===== config.mk =====
export PLATFORM = sky130hd
export DESIGN_NAME = lfu_cache_lru_tiebreak_flat
export DESIGN_NICKNAME = d
export VERILOG_FILES = /design/src/rtl/lfu_pkg.sv /design/src/rtl/lfu_if.sv /design/src/rtl/lfu_store.sv /design/src/rtl/lfu_scan.sv /design/src/rtl/lfu_cache_lru_tiebreak.sv /design/src/flat_wrapper.sv
export SDC_FILE = /design/constraint.sdc
export NUM_CORES = 2
export LEC_CHECK = 0
export BUFFER_PORTS_ARGS = -buffer_cell sky130_fd_sc_hd__buf_4
export CORE_MARGIN = 8
export CORE_UTILIZATION = 26
export CTS_CLUSTER_DIAMETER = 120
export CTS_CLUSTER_SIZE = 16
export DETAILED_ROUTE_END_ITERATION = 7
export SYNTH_ARGS = -nofsm -noshare
export SYNTH_HDL_FRONTEND = slang
export SYNTH_SLANG_ARGS = --single-unit

===== constraint.sdc =====
create_clock -name clk_i -period 10.9 [get_ports clk_i]
set_input_delay 0 -clock clk_i [delete_from_list [all_inputs] [get_ports clk_i]]
set_output_delay 0 -clock clk_i [all_outputs]
set_load 0.03 [all_outputs]

===== src/rtl/lfu_pkg.sv =====
// Shared constants, codes and types of the LFU cache with LRU tie break.
`default_nettype none

package lfu_pkg;

  localparam int unsigned ENTRIES_DEF = 16;
  localparam int unsigned COUNT_W_DEF = 16;

  localparam int unsigned KEY_W = 32;
  localparam int unsigned VAL_W = 32;
  localparam int unsigned CAP_W = 5;
  localparam logic [CAP_W-1:0] CAP_RESET = 5'd16;

  localparam int unsigned APB_ADDR_W = 3;
  localparam int unsigned APB_DATA_W = 32;
  localparam int unsigned REG_SEL_BIT = 2;

  localparam logic REG_CAPACITY = 1'b0;

  localparam logic REQ_GET = 1'b0;
  localparam logic REQ_SET = 1'b1;

  localparam logic [VAL_W-1:0] MISS_VALUE = '1;

  typedef enum logic [2:0] {
    ST_IDLE,
    ST_SCAN,
    ST_SCAN_END,
    ST_DECIDE,
    ST_UPDATE,
    ST_UPD_END,
    ST_COMMIT
  } state_e;

  typedef struct packed {
    logic rd_en;
    logic wr_en;
    logic set_valid;
  } mem_ctrl_t;

endpackage

`default_nettype wire


===== src/rtl/lfu_if.sv =====
// Request and response stream interfaces of the LFU cache.
`default_nettype none

interface lfu_req_if import lfu_pkg::*; ();
  logic                    valid;
  logic                    ready;
  logic                    req_type;
  logic signed [KEY_W-1:0] req_key;
  logic signed [VAL_W-1:0] write_value;

  modport source (output valid, req_type, req_key, write_value, input ready);
  modport sink (input valid, req_type, req_key, write_value, output ready);
endinterface

interface lfu_rsp_if import lfu_pkg::*; ();
  logic                    valid;
  logic                    ready;
  logic                    found;
  logic signed [VAL_W-1:0] read_value;

  modport source (output valid, found, read_value, input ready);
  modport sink (input valid, found, read_value, output ready);
endinterface

`default_nettype wire


===== src/rtl/lfu_store.sv =====
// Entry memory with one read and one write port, plus per-entry valid flags.
`default_nettype none

module lfu_store import lfu_pkg::*; #(
  parameter int unsigned ENTRIES = ENTRIES_DEF,
  parameter int unsigned REC_W   = 80,
  parameter int unsigned IDX_W   = 4
) (
  input  logic             clk_i,
  input  logic             rst_ni,
  input  mem_ctrl_t        ctrl_i,
  input  logic [IDX_W-1:0] rd_addr_i,
  input  logic [IDX_W-1:0] wr_addr_i,
  input  logic [REC_W-1:0] wr_data_i,
  output logic [REC_W-1:0] rd_data_o,
  output logic             rd_valid_o,
  output logic             rd_vld_o,
  output logic [IDX_W-1:0] rd_idx_o
);

  logic [REC_W-1:0]   mem [ENTRIES];
  logic [ENTRIES-1:0] valid_q;
  logic               rd_vld_q;
  logic               rd_valid_q;
  logic [REC_W-1:0]   rd_data_q;
  logic [IDX_W-1:0]   rd_idx_q;

  always_ff @(posedge clk_i) begin
    if (ctrl_i.wr_en) begin
      mem[wr_addr_i] <= wr_data_i;
    end
    if (ctrl_i.rd_en) begin
      rd_data_q <= mem[rd_addr_i];
      rd_idx_q  <= rd_addr_i;
    end
  end

  always_ff @(posedge clk_i or negedge rst_ni) begin
    if (!rst_ni) begin
      valid_q    <= '0;
      rd_vld_q   <= 1'b0;
      rd_valid_q <= 1'b0;
    end else begin
      if (ctrl_i.wr_en && ctrl_i.set_valid) begin
        valid_q[wr_addr_i] <= 1'b1;
      end
      rd_vld_q <= ctrl_i.rd_en;
      if (ctrl_i.rd_en) begin
        rd_valid_q <= valid_q[rd_addr_i];
      end
    end
  end

  assign rd_data_o  = rd_data_q;
  assign rd_valid_o = rd_valid_q;
  assign rd_vld_o   = rd_vld_q;
  assign rd_idx_o   = rd_idx_q;

endmodule

`default_nettype wire


===== src/rtl/lfu_scan.sv =====
// Per-entry compare unit: key match, free slot, victim choice and rank bump.
`default_nettype none

module lfu_scan import lfu_pkg::*; #(
  parameter int unsigned COUNT_WIDTH = COUNT_W_DEF,
  parameter int unsigned IDX_W       = 4
) (
  input  logic                   clk_i,
  input  logic                   rst_ni,
  input  logic                   clear_i,
  input  logic                   scan_i,
  input  logic [IDX_W-1:0]       idx_i,
  input  logic                   ent_valid_i,
  input  logic [KEY_W-1:0]       ent_key_i,
  input  logic [VAL_W-1:0]       ent_value_i,
  input  logic [COUNT_WIDTH-1:0] ent_count_i,
  input  logic [IDX_W-1:0]       ent_rank_i,
  input  logic [KEY_W-1:0]       key_i,
  input  logic [IDX_W-1:0]       tgt_idx_i,
  input  logic [IDX_W-1:0]       limit_i,
  input  logic                   limit_all_i,
  output logic                   bump_o,
  output logic                   hit_o,
  output logic [IDX_W-1:0]       hit_idx_o,
  output logic [VAL_W-1:0]       hit_value_o,
  output logic [COUNT_WIDTH-1:0] hit_count_o,
  output logic [IDX_W-1:0]       hit_rank_o,
  output logic                   free_o,
  output logic [IDX_W-1:0]       free_idx_o,
  output logic                   vic_o,
  output logic [IDX_W-1:0]       vic_idx_o,
  output logic [IDX_W-1:0]       vic_rank_o
);

  logic                   hit_q, free_q, vic_q;
  logic [IDX_W-1:0]       hit_idx_q, hit_rank_q, free_idx_q, vic_idx_q, vic_rank_q;
  logic [VAL_W-1:0]       hit_value_q;
  logic [COUNT_WIDTH-1:0] hit_count_q, vic_count_q;
  logic                   take_hit, take_free, take_vic;

  always_comb begin
    take_hit  = scan_i && ent_valid_i && (ent_key_i == key_i) && !hit_q;
    take_free = scan_i && !ent_valid_i && !free_q;
    // lower count wins; on equal count the older (higher rank) wins
    take_vic  = scan_i && ent_valid_i &&
                (!vic_q || (ent_count_i < vic_count_q) ||
                 ((ent_count_i == vic_count_q) && (ent_rank_i > vic_rank_q)));
    bump_o    = ent_valid_i && (idx_i != tgt_idx_i) &&
                (limit_all_i || (ent_rank_i < limit_i));
  end

  always_ff @(posedge clk_i or negedge rst_ni) begin
    if (!rst_ni) begin
      hit_q  <= 1'b0;
      free_q <= 1'b0;
      vic_q  <= 1'b0;
    end else if (clear_i) begin
      hit_q  <= 1'b0;
      free_q <= 1'b0;
      vic_q  <= 1'b0;
    end else begin
      if (take_hit) begin
        hit_q <= 1'b1;
      end
      if (take_free) begin
        free_q <= 1'b1;
      end
      if (take_vic) begin
        vic_q <= 1'b1;
      end
    end
  end

  always_ff @(posedge clk_i) begin
    if (take_hit) begin
      hit_idx_q   <= idx_i;
      hit_value_q <= ent_value_i;
      hit_count_q <= ent_count_i;
      hit_rank_q  <= ent_rank_i;
    end
    if (take_free) begin
      free_idx_q <= idx_i;
    end
    if (take_vic) begin
      vic_idx_q   <= idx_i;
      vic_count_q <= ent_count_i;
      vic_rank_q  <= ent_rank_i;
    end
  end

  assign hit_o       = hit_q;
  assign hit_idx_o   = hit_idx_q;
  assign hit_value_o = hit_value_q;
  assign hit_count_o = hit_count_q;
  assign hit_rank_o  = hit_rank_q;
  assign free_o      = free_q;
  assign free_idx_o  = free_idx_q;
  assign vic_o       = vic_q;
  assign vic_idx_o   = vic_idx_q;
  assign vic_rank_o  = vic_rank_q;

endmodule

`default_nettype wire


===== src/rtl/lfu_cache_lru_tiebreak.sv =====
// LFU key/value cache with LRU tie break: top level, sequencer and register port.
// Requests arrive on req_i (get or set of a 32-bit key); each get returns one
// word on rsp_o (found flag and value, all ones on a miss); a set returns none.
// Every request walks the entry memory once, one entry per cycle, to find the
// key, the first free slot and the eviction victim. A request that changes
// recency then walks the memory again to age the ranks, and ends with one
// write of the touched or new entry. The single memory read port sets the pace;
// the block takes one request at a time. A get's word is loaded into the output
// register in the decide state, after the lookup walk. req_i is ready only while
// the block is idle; a waiting response word does not hold it off, but a
// following get waits for the output register to drain before it can finish.
// At reset all entries are invalid, occupancy is zero and capacity_in_use is 16.
// The capacity register sits at byte address 0 of the APB port; it is to be
// written only while the block idles, and the block itself does not enforce it.
`default_nettype none

module lfu_cache_lru_tiebreak import lfu_pkg::*; #(
  parameter int unsigned ENTRIES     = ENTRIES_DEF,
  parameter int unsigned COUNT_WIDTH = COUNT_W_DEF
) (
  input  logic                  clk_i,
  input  logic                  rst_ni,
  lfu_req_if.sink               req_i,
  lfu_rsp_if.source             rsp_o,
  input  logic                  psel,
  input  logic                  penable,
  input  logic                  pwrite,
  input  logic [APB_ADDR_W-1:0] paddr,
  input  logic [APB_DATA_W-1:0] pwdata,
  output logic [APB_DATA_W-1:0] prdata,
  output logic                  pready
);

  localparam int unsigned IDX_W = (ENTRIES > 1) ? $clog2(ENTRIES) : 1;
  localparam int unsigned OCC_W = $clog2(ENTRIES + 1);
  localparam int unsigned CMP_W = (OCC_W > CAP_W) ? OCC_W : CAP_W;
  localparam int unsigned REC_W = KEY_W + VAL_W + COUNT_WIDTH + IDX_W;
  localparam logic [IDX_W-1:0]       LAST_IDX = IDX_W'(ENTRIES - 1);
  localparam logic [CMP_W-1:0]       ENT_CMP  = CMP_W'(ENTRIES);
  localparam logic [COUNT_WIDTH-1:0] CNT_MAX  = '1;
  localparam logic [COUNT_WIDTH-1:0] CNT_ONE  = COUNT_WIDTH'(1);

  typedef struct packed {
    logic [KEY_W-1:0]       key;
    logic [VAL_W-1:0]       value;
    logic [COUNT_WIDTH-1:0] count;
    logic [IDX_W-1:0]       rank;
  } entry_t;

  state_e                 state_q, state_d;
  logic [IDX_W-1:0]       addr_q, addr_d;
  logic                   type_q;
  logic [KEY_W-1:0]       key_q;
  logic [VAL_W-1:0]       wval_q;
  logic [CAP_W-1:0]       cap_q;
  logic [OCC_W-1:0]       occ_q;
  logic                   out_valid_q, out_valid_d;
  logic                   out_found_q;
  logic [VAL_W-1:0]       out_value_q;
  logic [IDX_W-1:0]       tgt_q, tgt_d;
  logic [IDX_W-1:0]       limit_q, limit_d;
  logic                   all_q, all_d;
  logic [VAL_W-1:0]       new_value_q, new_value_d;
  logic [COUNT_WIDTH-1:0] new_count_q, new_count_d;
  logic                   set_valid_q, set_valid_d;
  logic                   dec_go;

  mem_ctrl_t              mem_ctrl;
  logic [IDX_W-1:0]       wr_addr;
  logic [REC_W-1:0]       wr_data;
  logic [REC_W-1:0]       rd_data;
  logic                   rd_valid, rd_vld;
  logic [IDX_W-1:0]       rd_idx;
  entry_t                 rd_ent, upd_ent, new_ent;

  logic                   accept, clear, scan, bump, load_out, out_busy, cfg_we;
  logic [CMP_W-1:0]       cap_ext, cap_eff, occ_ext;

  logic                   hit, free, vic;
  logic [IDX_W-1:0]       hit_idx, hit_rank, free_idx, vic_idx, vic_rank;
  logic [VAL_W-1:0]       hit_value;
  logic [COUNT_WIDTH-1:0] hit_count, hit_count_inc;

  lfu_store #(
    .ENTRIES (ENTRIES),
    .REC_W   (REC_W),
    .IDX_W   (IDX_W)
  ) u_store (
    .clk_i      (clk_i),
    .rst_ni     (rst_ni),
    .ctrl_i     (mem_ctrl),
    .rd_addr_i  (addr_q),
    .wr_addr_i  (wr_addr),
    .wr_data_i  (wr_data),
    .rd_data_o  (rd_data),
    .rd_valid_o (rd_valid),
    .rd_vld_o   (rd_vld),
    .rd_idx_o   (rd_idx)
  );

  assign rd_ent = entry_t'(rd_data);

  lfu_scan #(
    .COUNT_WIDTH (COUNT_WIDTH),
    .IDX_W       (IDX_W)
  ) u_scan (
    .clk_i       (clk_i),
    .rst_ni      (rst_ni),
    .clear_i     (clear),
    .scan_i      (scan),
    .idx_i       (rd_idx),
    .ent_valid_i (rd_valid),
    .ent_key_i   (rd_ent.key),
    .ent_value_i (rd_ent.value),
    .ent_count_i (rd_ent.count),
    .ent_rank_i  (rd_ent.rank),
    .key_i       (key_q),
    .tgt_idx_i   (tgt_q),
    .limit_i     (limit_q),
    .limit_all_i (all_q),
    .bump_o      (bump),
    .hit_o       (hit),
    .hit_idx_o   (hit_idx),
    .hit_value_o (hit_value),
    .hit_count_o (hit_count),
    .hit_rank_o  (hit_rank),
    .free_o      (free),
    .free_idx_o  (free_idx),
    .vic_o       (vic),
    .vic_idx_o   (vic_idx),
    .vic_rank_o  (vic_rank)
  );

  // configuration register
  assign pready = 1'b1;
  assign cfg_we = psel && penable && pwrite && (paddr[REG_SEL_BIT] == REG_CAPACITY);

  always_comb begin
    unique case (paddr[REG_SEL_BIT])
      REG_CAPACITY: prdata = APB_DATA_W'(cap_q);
      default:      prdata = '0;
    endcase
  end

  // decision after the lookup walk
  always_comb begin
    cap_ext       = CMP_W'(cap_q);
    cap_eff       = (cap_ext > ENT_CMP) ? ENT_CMP : cap_ext;
    occ_ext       = CMP_W'(occ_q);
    hit_count_inc = (hit_count == CNT_MAX) ? hit_count : hit_count + CNT_ONE;

    dec_go      = 1'b0;
    tgt_d       = hit_idx;
    limit_d     = hit_rank;
    all_d       = 1'b0;
    new_value_d = hit_value;
    new_count_d = hit_count_inc;
    set_valid_d = 1'b0;

    if (hit) begin
      dec_go = 1'b1;
      if (type_q == REQ_SET) begin
        new_value_d = wval_q;
      end
    end else if ((type_q == REQ_SET) && (cap_eff != '0)) begin
      new_value_d = wval_q;
      new_count_d = CNT_ONE;
      if (occ_ext < cap_eff) begin
        // new entry: every valid entry ages by one
        dec_go      = free;
        tgt_d       = free_idx;
        all_d       = 1'b1;
        set_valid_d = 1'b1;
      end else begin
        dec_go  = vic;
        tgt_d   = vic_idx;
        limit_d = vic_rank;
      end
    end
  end

  // sequencer
  assign out_busy = out_valid_q && !rsp_o.ready;

  always_comb begin
    state_d       = state_q;
    addr_d        = addr_q;
    accept        = 1'b0;
    clear         = 1'b0;
    load_out      = 1'b0;
    mem_ctrl      = '0;
    req_i.ready   = 1'b0;
    scan          = rd_vld && ((state_q == ST_SCAN) || (state_q == ST_SCAN_END));
    wr_addr       = rd_idx;
    upd_ent       = rd_ent;
    upd_ent.rank  = rd_ent.rank + IDX_W'(1);
    new_ent.key   = key_q;
    new_ent.value = new_value_q;
    new_ent.count = new_count_q;
    new_ent.rank  = '0;
    wr_data       = REC_W'(upd_ent);

    unique case (state_q)
      ST_IDLE: begin
        req_i.ready = 1'b1;
        if (req_i.valid) begin
          accept  = 1'b1;
          clear   = 1'b1;
          addr_d  = '0;
          state_d = ST_SCAN;
        end
      end
      ST_SCAN: begin
        mem_ctrl.rd_en = 1'b1;
        addr_d         = addr_q + IDX_W'(1);
        if (addr_q == LAST_IDX) begin
          state_d = ST_SCAN_END;
        end
      end
      ST_SCAN_END: begin
        state_d = ST_DECIDE;
      end
      ST_DECIDE: begin
        // hold a get until the output register can take its word
        if (!((type_q == REQ_GET) && out_busy)) begin
          load_out = (type_q == REQ_GET);
          addr_d   = '0;
          state_d  = dec_go ? ST_UPDATE : ST_IDLE;
        end
      end
      ST_UPDATE: begin
        mem_ctrl.rd_en = 1'b1;
        mem_ctrl.wr_en = rd_vld && bump;
        addr_d         = addr_q + IDX_W'(1);
        if (addr_q == LAST_IDX) begin
          state_d = ST_UPD_END;
        end
      end
      ST_UPD_END: begin
        mem_ctrl.wr_en = rd_vld && bump;
        state_d        = ST_COMMIT;
      end
      ST_COMMIT: begin
        mem_ctrl.wr_en     = 1'b1;
        mem_ctrl.set_valid = set_valid_q;
        wr_addr            = tgt_q;
        wr_data            = REC_W'(new_ent);
        state_d            = ST_IDLE;
      end
      default: begin
        state_d = ST_IDLE;
      end
    endcase
  end

  always_comb begin
    out_valid_d = out_valid_q;
    if (load_out) begin
      out_valid_d = 1'b1;
    end else if (rsp_o.ready) begin
      out_valid_d = 1'b0;
    end
  end

  always_ff @(posedge clk_i or negedge rst_ni) begin
    if (!rst_ni) begin
      state_q     <= ST_IDLE;
      addr_q      <= '0;
      cap_q       <= CAP_RESET;
      occ_q       <= '0;
      out_valid_q <= 1'b0;
    end else begin
      state_q     <= state_d;
      addr_q      <= addr_d;
      out_valid_q <= out_valid_d;
      if (cfg_we) begin
        cap_q <= pwdata[CAP_W-1:0];
      end
      if ((state_q == ST_COMMIT) && set_valid_q) begin
        occ_q <= occ_q + OCC_W'(1);
      end
    end
  end

  always_ff @(posedge clk_i) begin
    if (accept) begin
      type_q <= req_i.req_type;
      key_q  <= req_i.req_key;
      wval_q <= req_i.write_value;
    end
    if (load_out) begin
      out_found_q <= hit;
      out_value_q <= hit ? hit_value : MISS_VALUE;
    end
    if (state_q == ST_DECIDE) begin
      tgt_q       <= tgt_d;
      limit_q     <= limit_d;
      all_q       <= all_d;
      new_value_q <= new_value_d;
      new_count_q <= new_count_d;
      set_valid_q <= set_valid_d;
    end
  end

  assign rsp_o.valid      = out_valid_q;
  assign rsp_o.found      = out_found_q;
  assign rsp_o.read_value = out_value_q;

endmodule

`default_nettype wire

===== src/flat_wrapper.sv =====
// flat-port wrapper written by rule: the top's interface ports become plain ports
module lfu_cache_lru_tiebreak_flat import lfu_pkg::*;
#(
  parameter int unsigned ENTRIES     = ENTRIES_DEF,
  parameter int unsigned COUNT_WIDTH = COUNT_W_DEF
)
  (clk_i, rst_ni, psel, penable, pwrite, paddr, pwdata, prdata, pready, req_i_valid, req_i_req_type, req_i_req_key, req_i_write_value, req_i_ready, rsp_o_valid, rsp_o_found, rsp_o_read_value, rsp_o_ready);
  lfu_req_if req_i_i ();
  lfu_rsp_if rsp_o_i ();
  input  logic clk_i;
  input  logic rst_ni;
  input  logic psel;
  input  logic penable;
  input  logic pwrite;
  input  logic [APB_ADDR_W-1:0] paddr;
  input  logic [APB_DATA_W-1:0] pwdata;
  output logic [APB_DATA_W-1:0] prdata;
  output logic pready;
  input wire logic [$bits(req_i_i.valid)-1:0] req_i_valid;
  input wire logic [$bits(req_i_i.req_type)-1:0] req_i_req_type;
  input wire logic [$bits(req_i_i.req_key)-1:0] req_i_req_key;
  input wire logic [$bits(req_i_i.write_value)-1:0] req_i_write_value;
  output wire logic [$bits(req_i_i.ready)-1:0] req_i_ready;
  output wire logic [$bits(rsp_o_i.valid)-1:0] rsp_o_valid;
  output wire logic [$bits(rsp_o_i.found)-1:0] rsp_o_found;
  output wire logic [$bits(rsp_o_i.read_value)-1:0] rsp_o_read_value;
  input wire logic [$bits(rsp_o_i.ready)-1:0] rsp_o_ready;
  assign req_i_i.valid = req_i_valid;
  assign req_i_i.req_type = req_i_req_type;
  assign req_i_i.req_key = req_i_req_key;
  assign req_i_i.write_value = req_i_write_value;
  assign req_i_ready = req_i_i.ready;
  assign rsp_o_valid = rsp_o_i.valid;
  assign rsp_o_found = rsp_o_i.found;
  assign rsp_o_read_value = rsp_o_i.read_value;
  assign rsp_o_i.ready = rsp_o_ready;
  lfu_cache_lru_tiebreak #(.ENTRIES(ENTRIES), .COUNT_WIDTH(COUNT_WIDTH)) u_core (.clk_i(clk_i), .rst_ni(rst_ni), .req_i(req_i_i), .rsp_o(rsp_o_i), .psel(psel), .penable(penable), .pwrite(pwrite), .paddr(paddr), .pwdata(pwdata), .prdata(prdata), .pready(pready));
endmodule

# Yosys cells after proc, flatten, opt, wreduce, memory -nomap -nowiden
# Memory sizes are Yosys's and may differ from the RTL's. A register that Yosys moved wholly into a read port is not among the register bits.
# Cells that the tools add are included.
[op_classes]
add_sub_neg = 4
order_cmp = 8
n_eq_ne = 15
n_mux = 51
n_bitwise = 4
reduce_logical = 41
[ops]
columns = ["cell", "n"]
rows = [
  ["32-bit two-way mux", 3],
  ["84-bit two-way mux", 1],
  ["16-bit two-way mux", 3],
  ["4-bit two-way mux", 9],
  ["32-bit equality test", 1],
  ["1-bit two-way mux", 23],
  ["1-bit logical AND", 20],
  ["3-bit one-hot mux with 6 select lines", 1],
  ["16-bit by 1-bit adder with 16-bit output, second input constant", 1],
  ["16-bit equality test", 1],
  ["16-bit equality test, second input constant", 1],
  ["16-bit < comparator", 1],
  ["16-bit bitwise OR", 1],
  ["3-bit two-way mux", 5],
  ["4-bit one-hot mux with 3 select lines", 1],
  ["4-bit by 5-bit < comparator with 1-bit output, second input constant", 2],
  ["5-bit two-way mux", 2],
  ["3-bit equality test, second input constant", 3],
  ["4-bit by 1-bit adder with 4-bit output, second input constant", 2],
  ["2-bit nonzero test", 4],
  ["3-bit by 2-bit equality test with 1-bit output, second input constant", 2],
  ["2-bit != test, second input constant", 3],
  ["2-bit OR reduction", 3],
  ["5-bit by 1-bit adder with 5-bit output, second input constant", 1],
  ["20 further kinds", 29],
]
[totals]
ff_bits = 282
ram_bits = 1344
inputBits = 107
out_inout_bits = 68
mem_count = 1
[mem_list]
columns = ["memory", "words", "width", "rd", "rd_ports_with_merged_regs", "wr", "line_no", "text"]
rows = [
  ["u_core.u_store.mem", 16, 84, 1, 1, 1, "lfu_store.sv:21", "logic [REC_W-1:0] mem [ENTRIES];"],
]

# Longest topological paths before layout
[logic_depth]
ltp_word = 9
ltp_mapped = 8
mapped_depth_nobuf = 8

# Cells and area by module
# Synthesis repeated with hierarchy kept, for this count alone.
[unflattened]
hier_cells = 2998
hier_area_um2 = 65859.4
[by_module_without_submodules]
columns = ["module", "n_inst", "cells_per_inst", "area_per_inst_um2", "seq_area_each_um2"]
rows = [
  ["lfu_store", 1, 2025, 53880.4, 43451.7],
  ["lfu_cache_lru_tiebreak", 1, 743, 8356.8, 5106.1],
  ["lfu_scan", 1, 230, 3622.2, 2597.5],
]

# Worst setup path before layout
# OpenSTA, ideal clock, no wires.
[synth_timing]
kind = "reg-to-reg"
start = "register u_core.u_store.rd_data_q[1] (netlist: u_core.u_store.rd_data_o[1]) (read register of u_core.u_store.mem)"
end = "memory u_core.u_store.mem[0][0] (netlist bit), enable pin"
setup_time_ps = 554
arrival_time_ps = 5632
required_time_ps = 10346
path_slack_ps = 4714
stages_incl_launch_ff = 6
path_buffers = 0
synth_period_minus_slack_ps = 6186
cell_sequence = "edfxtp_1 > ha_1 > a21o_1 > a211oi_1 > o2111ai_1 > a21oi_1"
[synth_between]
elab_chain_cells = 7
[synth_lines]
columns = ["item", "line_no", "text"]
rows = [
  ["start, declared", "lfu_store.sv:25", "logic [REC_W-1:0] rd_data_q;"],
  ["4-bit < comparator", "lfu_scan.sv:49", "(limit_all_i || (ent_rank_i < limit_i));"],
  ["1-bit logical OR", "lfu_scan.sv:49", ""],
  ["1-bit logical AND", "lfu_scan.sv:48", "bump_o = ent_valid_i && (idx_i != tgt_idx_i) &&"],
  ["1-bit logical AND", "lfu_cache_lru_tiebreak.sv:233, lfu_cache_lru_tiebreak.sv:240", ""],
  ["1-bit one-hot mux with 2 select lines", "lfu_cache_lru_tiebreak.sv:203", "unique case (state_q)"],
  ["1-bit two-way mux", "lfu_store.sv:29", "if (ctrl_i.wr_en) begin"],
  ["1-bit two-way mux (not written as such)", "lfu_store.sv:30", "mem[wr_addr_i] <= wr_data_i;"],
  ["end, declared", "lfu_store.sv:21", ""],
]
# Every way passes these cells.

# Final worst setup path
[layout_timing]
start = "register u_core.u_store.rd_data_q[57] (netlist: u_core.u_store.rd_data_o[57]) (read register of u_core.u_store.mem)"
end = "register u_core.u_scan.hit_value_q[13] (netlist: u_core.u_scan.hit_value_o[13]), enable pin"
[layout_between]
elab_chain_cells = 3
[layout_lines]
columns = ["item", "line_no", "text"]
rows = [
  ["32-bit equality test", "lfu_scan.sv:42", "take_hit = scan_i && ent_valid_i && (ent_key_i == key_i) && !hit_q;"],
  ["1-bit logical AND (2 in a row)", "lfu_scan.sv:42", ""],
  ["via u_core.u_scan.take_hit", "lfu_scan.sv:39", "logic take_hit, take_free, take_vic;"],
  ["end signal, assigned", "lfu_scan.sv:77", "hit_value_q <= ent_value_i;"],
  ["end, declared", "lfu_scan.sv:37", "logic [VAL_W-1:0] hit_value_q;"],
]
# The timed path passes the listed nets, and every way through them passes these cells.
# A chain may end at the register's enable or synchronous reset.

==> flow_summary.toml <==
[critical_path]
path_cells = "xnor2_1 -> nand4_1 -> nor4_1 -> nand4_1 -> nor2_4 -> buf_4"
worstSetupEndpointType = "flop"
cp_num_buf_inv = 1
crit_fanout = 41
crit_type = "flop to flop"
startpoint_type = "flop"
cpPeakStageDelay_ns = 0.89
cpMostUsedCell = "nand4_1"
critPathArrivalTime_ns = 4.88
reg2reg_from = "u_core.u_store.rd_data_o[57]"
reg2reg_depth = 6
cp_top_family = "simple AND/OR/NAND/NOR gates"
ff2ff_setup_slack_ns = 6.35
critPathRequiredTime_ns = 11.24
cp_slowest_cell = "nor4_1"
crit_start = "u_core.u_store.rd_data_o[57]"
cp.depth = 6

[clocking]
postCtsSetupBuffers = 0
h-tree-depth = 3
cts.sink_count = 1710
cts.clk_slew.worst_paths_ns = 0.08
clockBufferDepth = 3
cts_tree = "yes"
numCtsBuffers = 117
insertion_delay_ns = 0.81
cts-root-buf = "clkbuf_16"

[timing]
slew_headroom = 0.2304
drv_slew = 0
finalHoldViolations = 0
period_needed_ns = 4.546
rsz0062_at_grt = "false"
finalSetupViolations = 0
tns_ns = 0
period_share = 0.4170
worst_pin_slew_ns = 1.146
fin_skew_ns = 0.1131
fmax_mhz = 220.0

[logic_synthesis]
synth_top_flop_cell = "edfxtp_1"
yosys-mux-area-fraction = 0.1544
syn_area_um2 = 65560
yosys.area_share.simple = 0.02781
synthXorXnorAreaFrac = 0.007214
yosys_register_bits = 1710
seq_area_frac_synth = 0.7802
async_flop_share = 0.02281
ys_types = 55
synth_compound_area_frac = 0.01015
synth_top_family_by_area = "multiplexers"
syn_inst = 2983
synth_edf_count = 1671
synthAdderAreaFrac = 0.005916
yosysWarningCount = 0
avgSynthCellArea_um2 = 21.98

[global_routing]
grt_overflow = 0
grt_pass1_wl_um = 217900
grt_pass1_vias = 31790
antenna_found_initial = 9
grt.total_usage = 0.1071
grt_max_degree = 158

[pwr]
power_density_nw_per_um2 = 225.8
leakage_nw = 22.98
power_w = 0.01705
vdd_drop_max_mv = 0.1710

[placement]
io_buffer_count = 117
gp_congestion = 0.7315
placed_cells = 6377
post_dp_cell_area_um2 = 70660
hpwl_um = 72990

[die]
core_um2 = 251200
rows = 184
die_h_um = 518.2
start_util = 0.2610
die_w_um = 518.2
die_area_um2 = 268500
io_pins = 175

[finish]
fillerInstances = 24070
finalNetCount = 3434
layout-drive-gt1-share = 0.2321
stdcell_area_um2 = 75490
instances_no_fill = 6693
final_common_cell = "edfxtp_1"
layout.cells.most_common_list = "edfxtp_1, mux4_2, nand2_1, buf_4, dlygate4sd3_1"
syn2layout_area_growth_pct = 15.14

[route]
drt-initial-drc-count = 3147
vias = 30260
routed_via_density = 4.521
totalWireLength_um = 149500
wl_per_cell_um = 22.34
drtPass1Iterations = 5
drc = 0
final_antenna_net_count = 0

[worst_hold_path]
hold_path_depth = 2
hold_start = "req_i_req_key[31]"
min_path_type = "input pin to flop"

[run_status]
run_status = "finished clean"

[run]
maxCapViolations = 0
[metal layers]
layer  up-vias  GRT usage  share of wire
met1     16450     0.1495           0.44
met5         -          0       0.000060
met3       182    0.01916          0.062
met2       917     0.1764           0.48
li1      12710          -              -
met4         2    0.02111          0.017
[path summary, 6_finish.rpt]
path / to
min in group asynchronous: u_core.cap_ext[4]
hold / removal: u_core.key_q[31]
hold reg to reg: u_core.u_scan.hit_value_o[14]
setup reg to reg: u_core.u_scan.hit_value_o[13]
setup / recovery: u_core.u_scan.hit_value_o[13]
max in group asynchronous: u_core.addr_q[1]
[state kept, by name, summed over array words and instances (netlist names), 5 cells and up]
register and flops:
u_core.rsp_o.read_value 32, u_core.new_count_q 16, u_core.u_store.rd_data_o 84, u_core.occ_ext 5, u_core.new_value_q 32, u_core.u_store.valid_q 16
u_core.u_store.mem 1344, u_core.u_scan.vic_count_q 16, u_core.u_scan.hit_value_o 32, u_core.u_scan.hit_count_o 16, u_core.wval_q 32, u_core.key_q 32
u_core.cap_ext 5
[layout make-up]
| type | instances | area (um2) | area share |
|---|---|---|---|
| diodes | 2 | 5.005 | 0.00006630 |
| clock buffers | 156 | 3074 | 0.04073 |
| clock inverters | 10 | 257.7 | 0.003414 |
| inverters | 38 | 150.1 | 0.001989 |
| multi-input cells | 1103 | 13790 | 0.1826 |
| flip-flops and latches | 1710 | 51170 | 0.6779 |
| well taps | 3348 | 4189 | 0.05549 |
| repair buffers | 326 | 2853 | 0.03779 |
[power by group]
group / switching (W) / internal (W) / total (W) / leakage (nW)
Combinational: 0.00228 / 0.00146 / 0.00374 / 5.87
Sequential: 0.000376 / 0.00875 / 0.00912 / 15.5
Clock: 0.00218 / 0.00200 / 0.00418 / 1.59
[stage by stage]
stage	setup slack (ns)	hold slack, ns	util
final	6.354	0.04462	0.3005
after global placement	6.443	0.02472	0.2813
after floorplan	4.714	-0.2956	-
after CTS	6.389	0.04183	0.3005
after detailed placement	6.454	0.02797	0.2813
after global routing	6.258	0.04314	0.3005
[worst reg2reg max path, cell delays in order (launching register included)]
cell and delay, ns:
edfxtp_1 0.41, xnor2_1 0.41, nand4_1 0.24, nor4_1 0.89
nand4_1 0.54, nor2_4 0.80, buf_4 0.73
[cell families (layout without fill, tap and decap cells)]
family                     Yosys count  in the layout
DFF                               1710           1710
muxes                              473            473
and+or+nand+nor                    414            414
buffers and inverters              196            530
AOI/OAI and AO/OA                  103            103
xor gates and xnor gates            54             54
adders and majority gates           31             31
other                                2             30
[timing repair]
action                                  in CTS  in global routing
hold buffers                               148                  0
endpoints found under the setup margin       0                  0
resized for setup                            0                  0
hold endpoints to repair                   150                  0
[Yosys cell counts (all sizes together), types with 6 or more instances]
| master | instances | share of area |
|---|---|---|
| a31oi | 6 | 0.00057 |
| mux2i | 6 | 0.00092 |
| mux4 | 425 | 0.15 |
| nand2 | 269 | 0.015 |
| inv | 38 | 0.0022 |
| dfrtp | 38 | 0.015 |
| mux2 | 42 | 0.0074 |
| nand4 | 17 | 0.0016 |
| clkbuf | 74 | 0.0042 |
| nand2b | 34 | 0.0032 |
| ha | 31 | 0.0059 |
| xor2 | 18 | 0.0024 |
| xnor2 | 36 | 0.0048 |
| nor2b | 10 | 0.00095 |
| o21bai | 18 | 0.0021 |
| nor3 | 11 | 0.00092 |
| buf | 84 | 0.0078 |
| nand3 | 9 | 0.00069 |
| edfxtp | 1671 | 0.77 |
| a21oi | 37 | 0.0030 |
| o21ai | 18 | 0.0014 |
| nor2 | 36 | 0.0021 |
No activity file was read; power rests on OpenSTA's default activity.
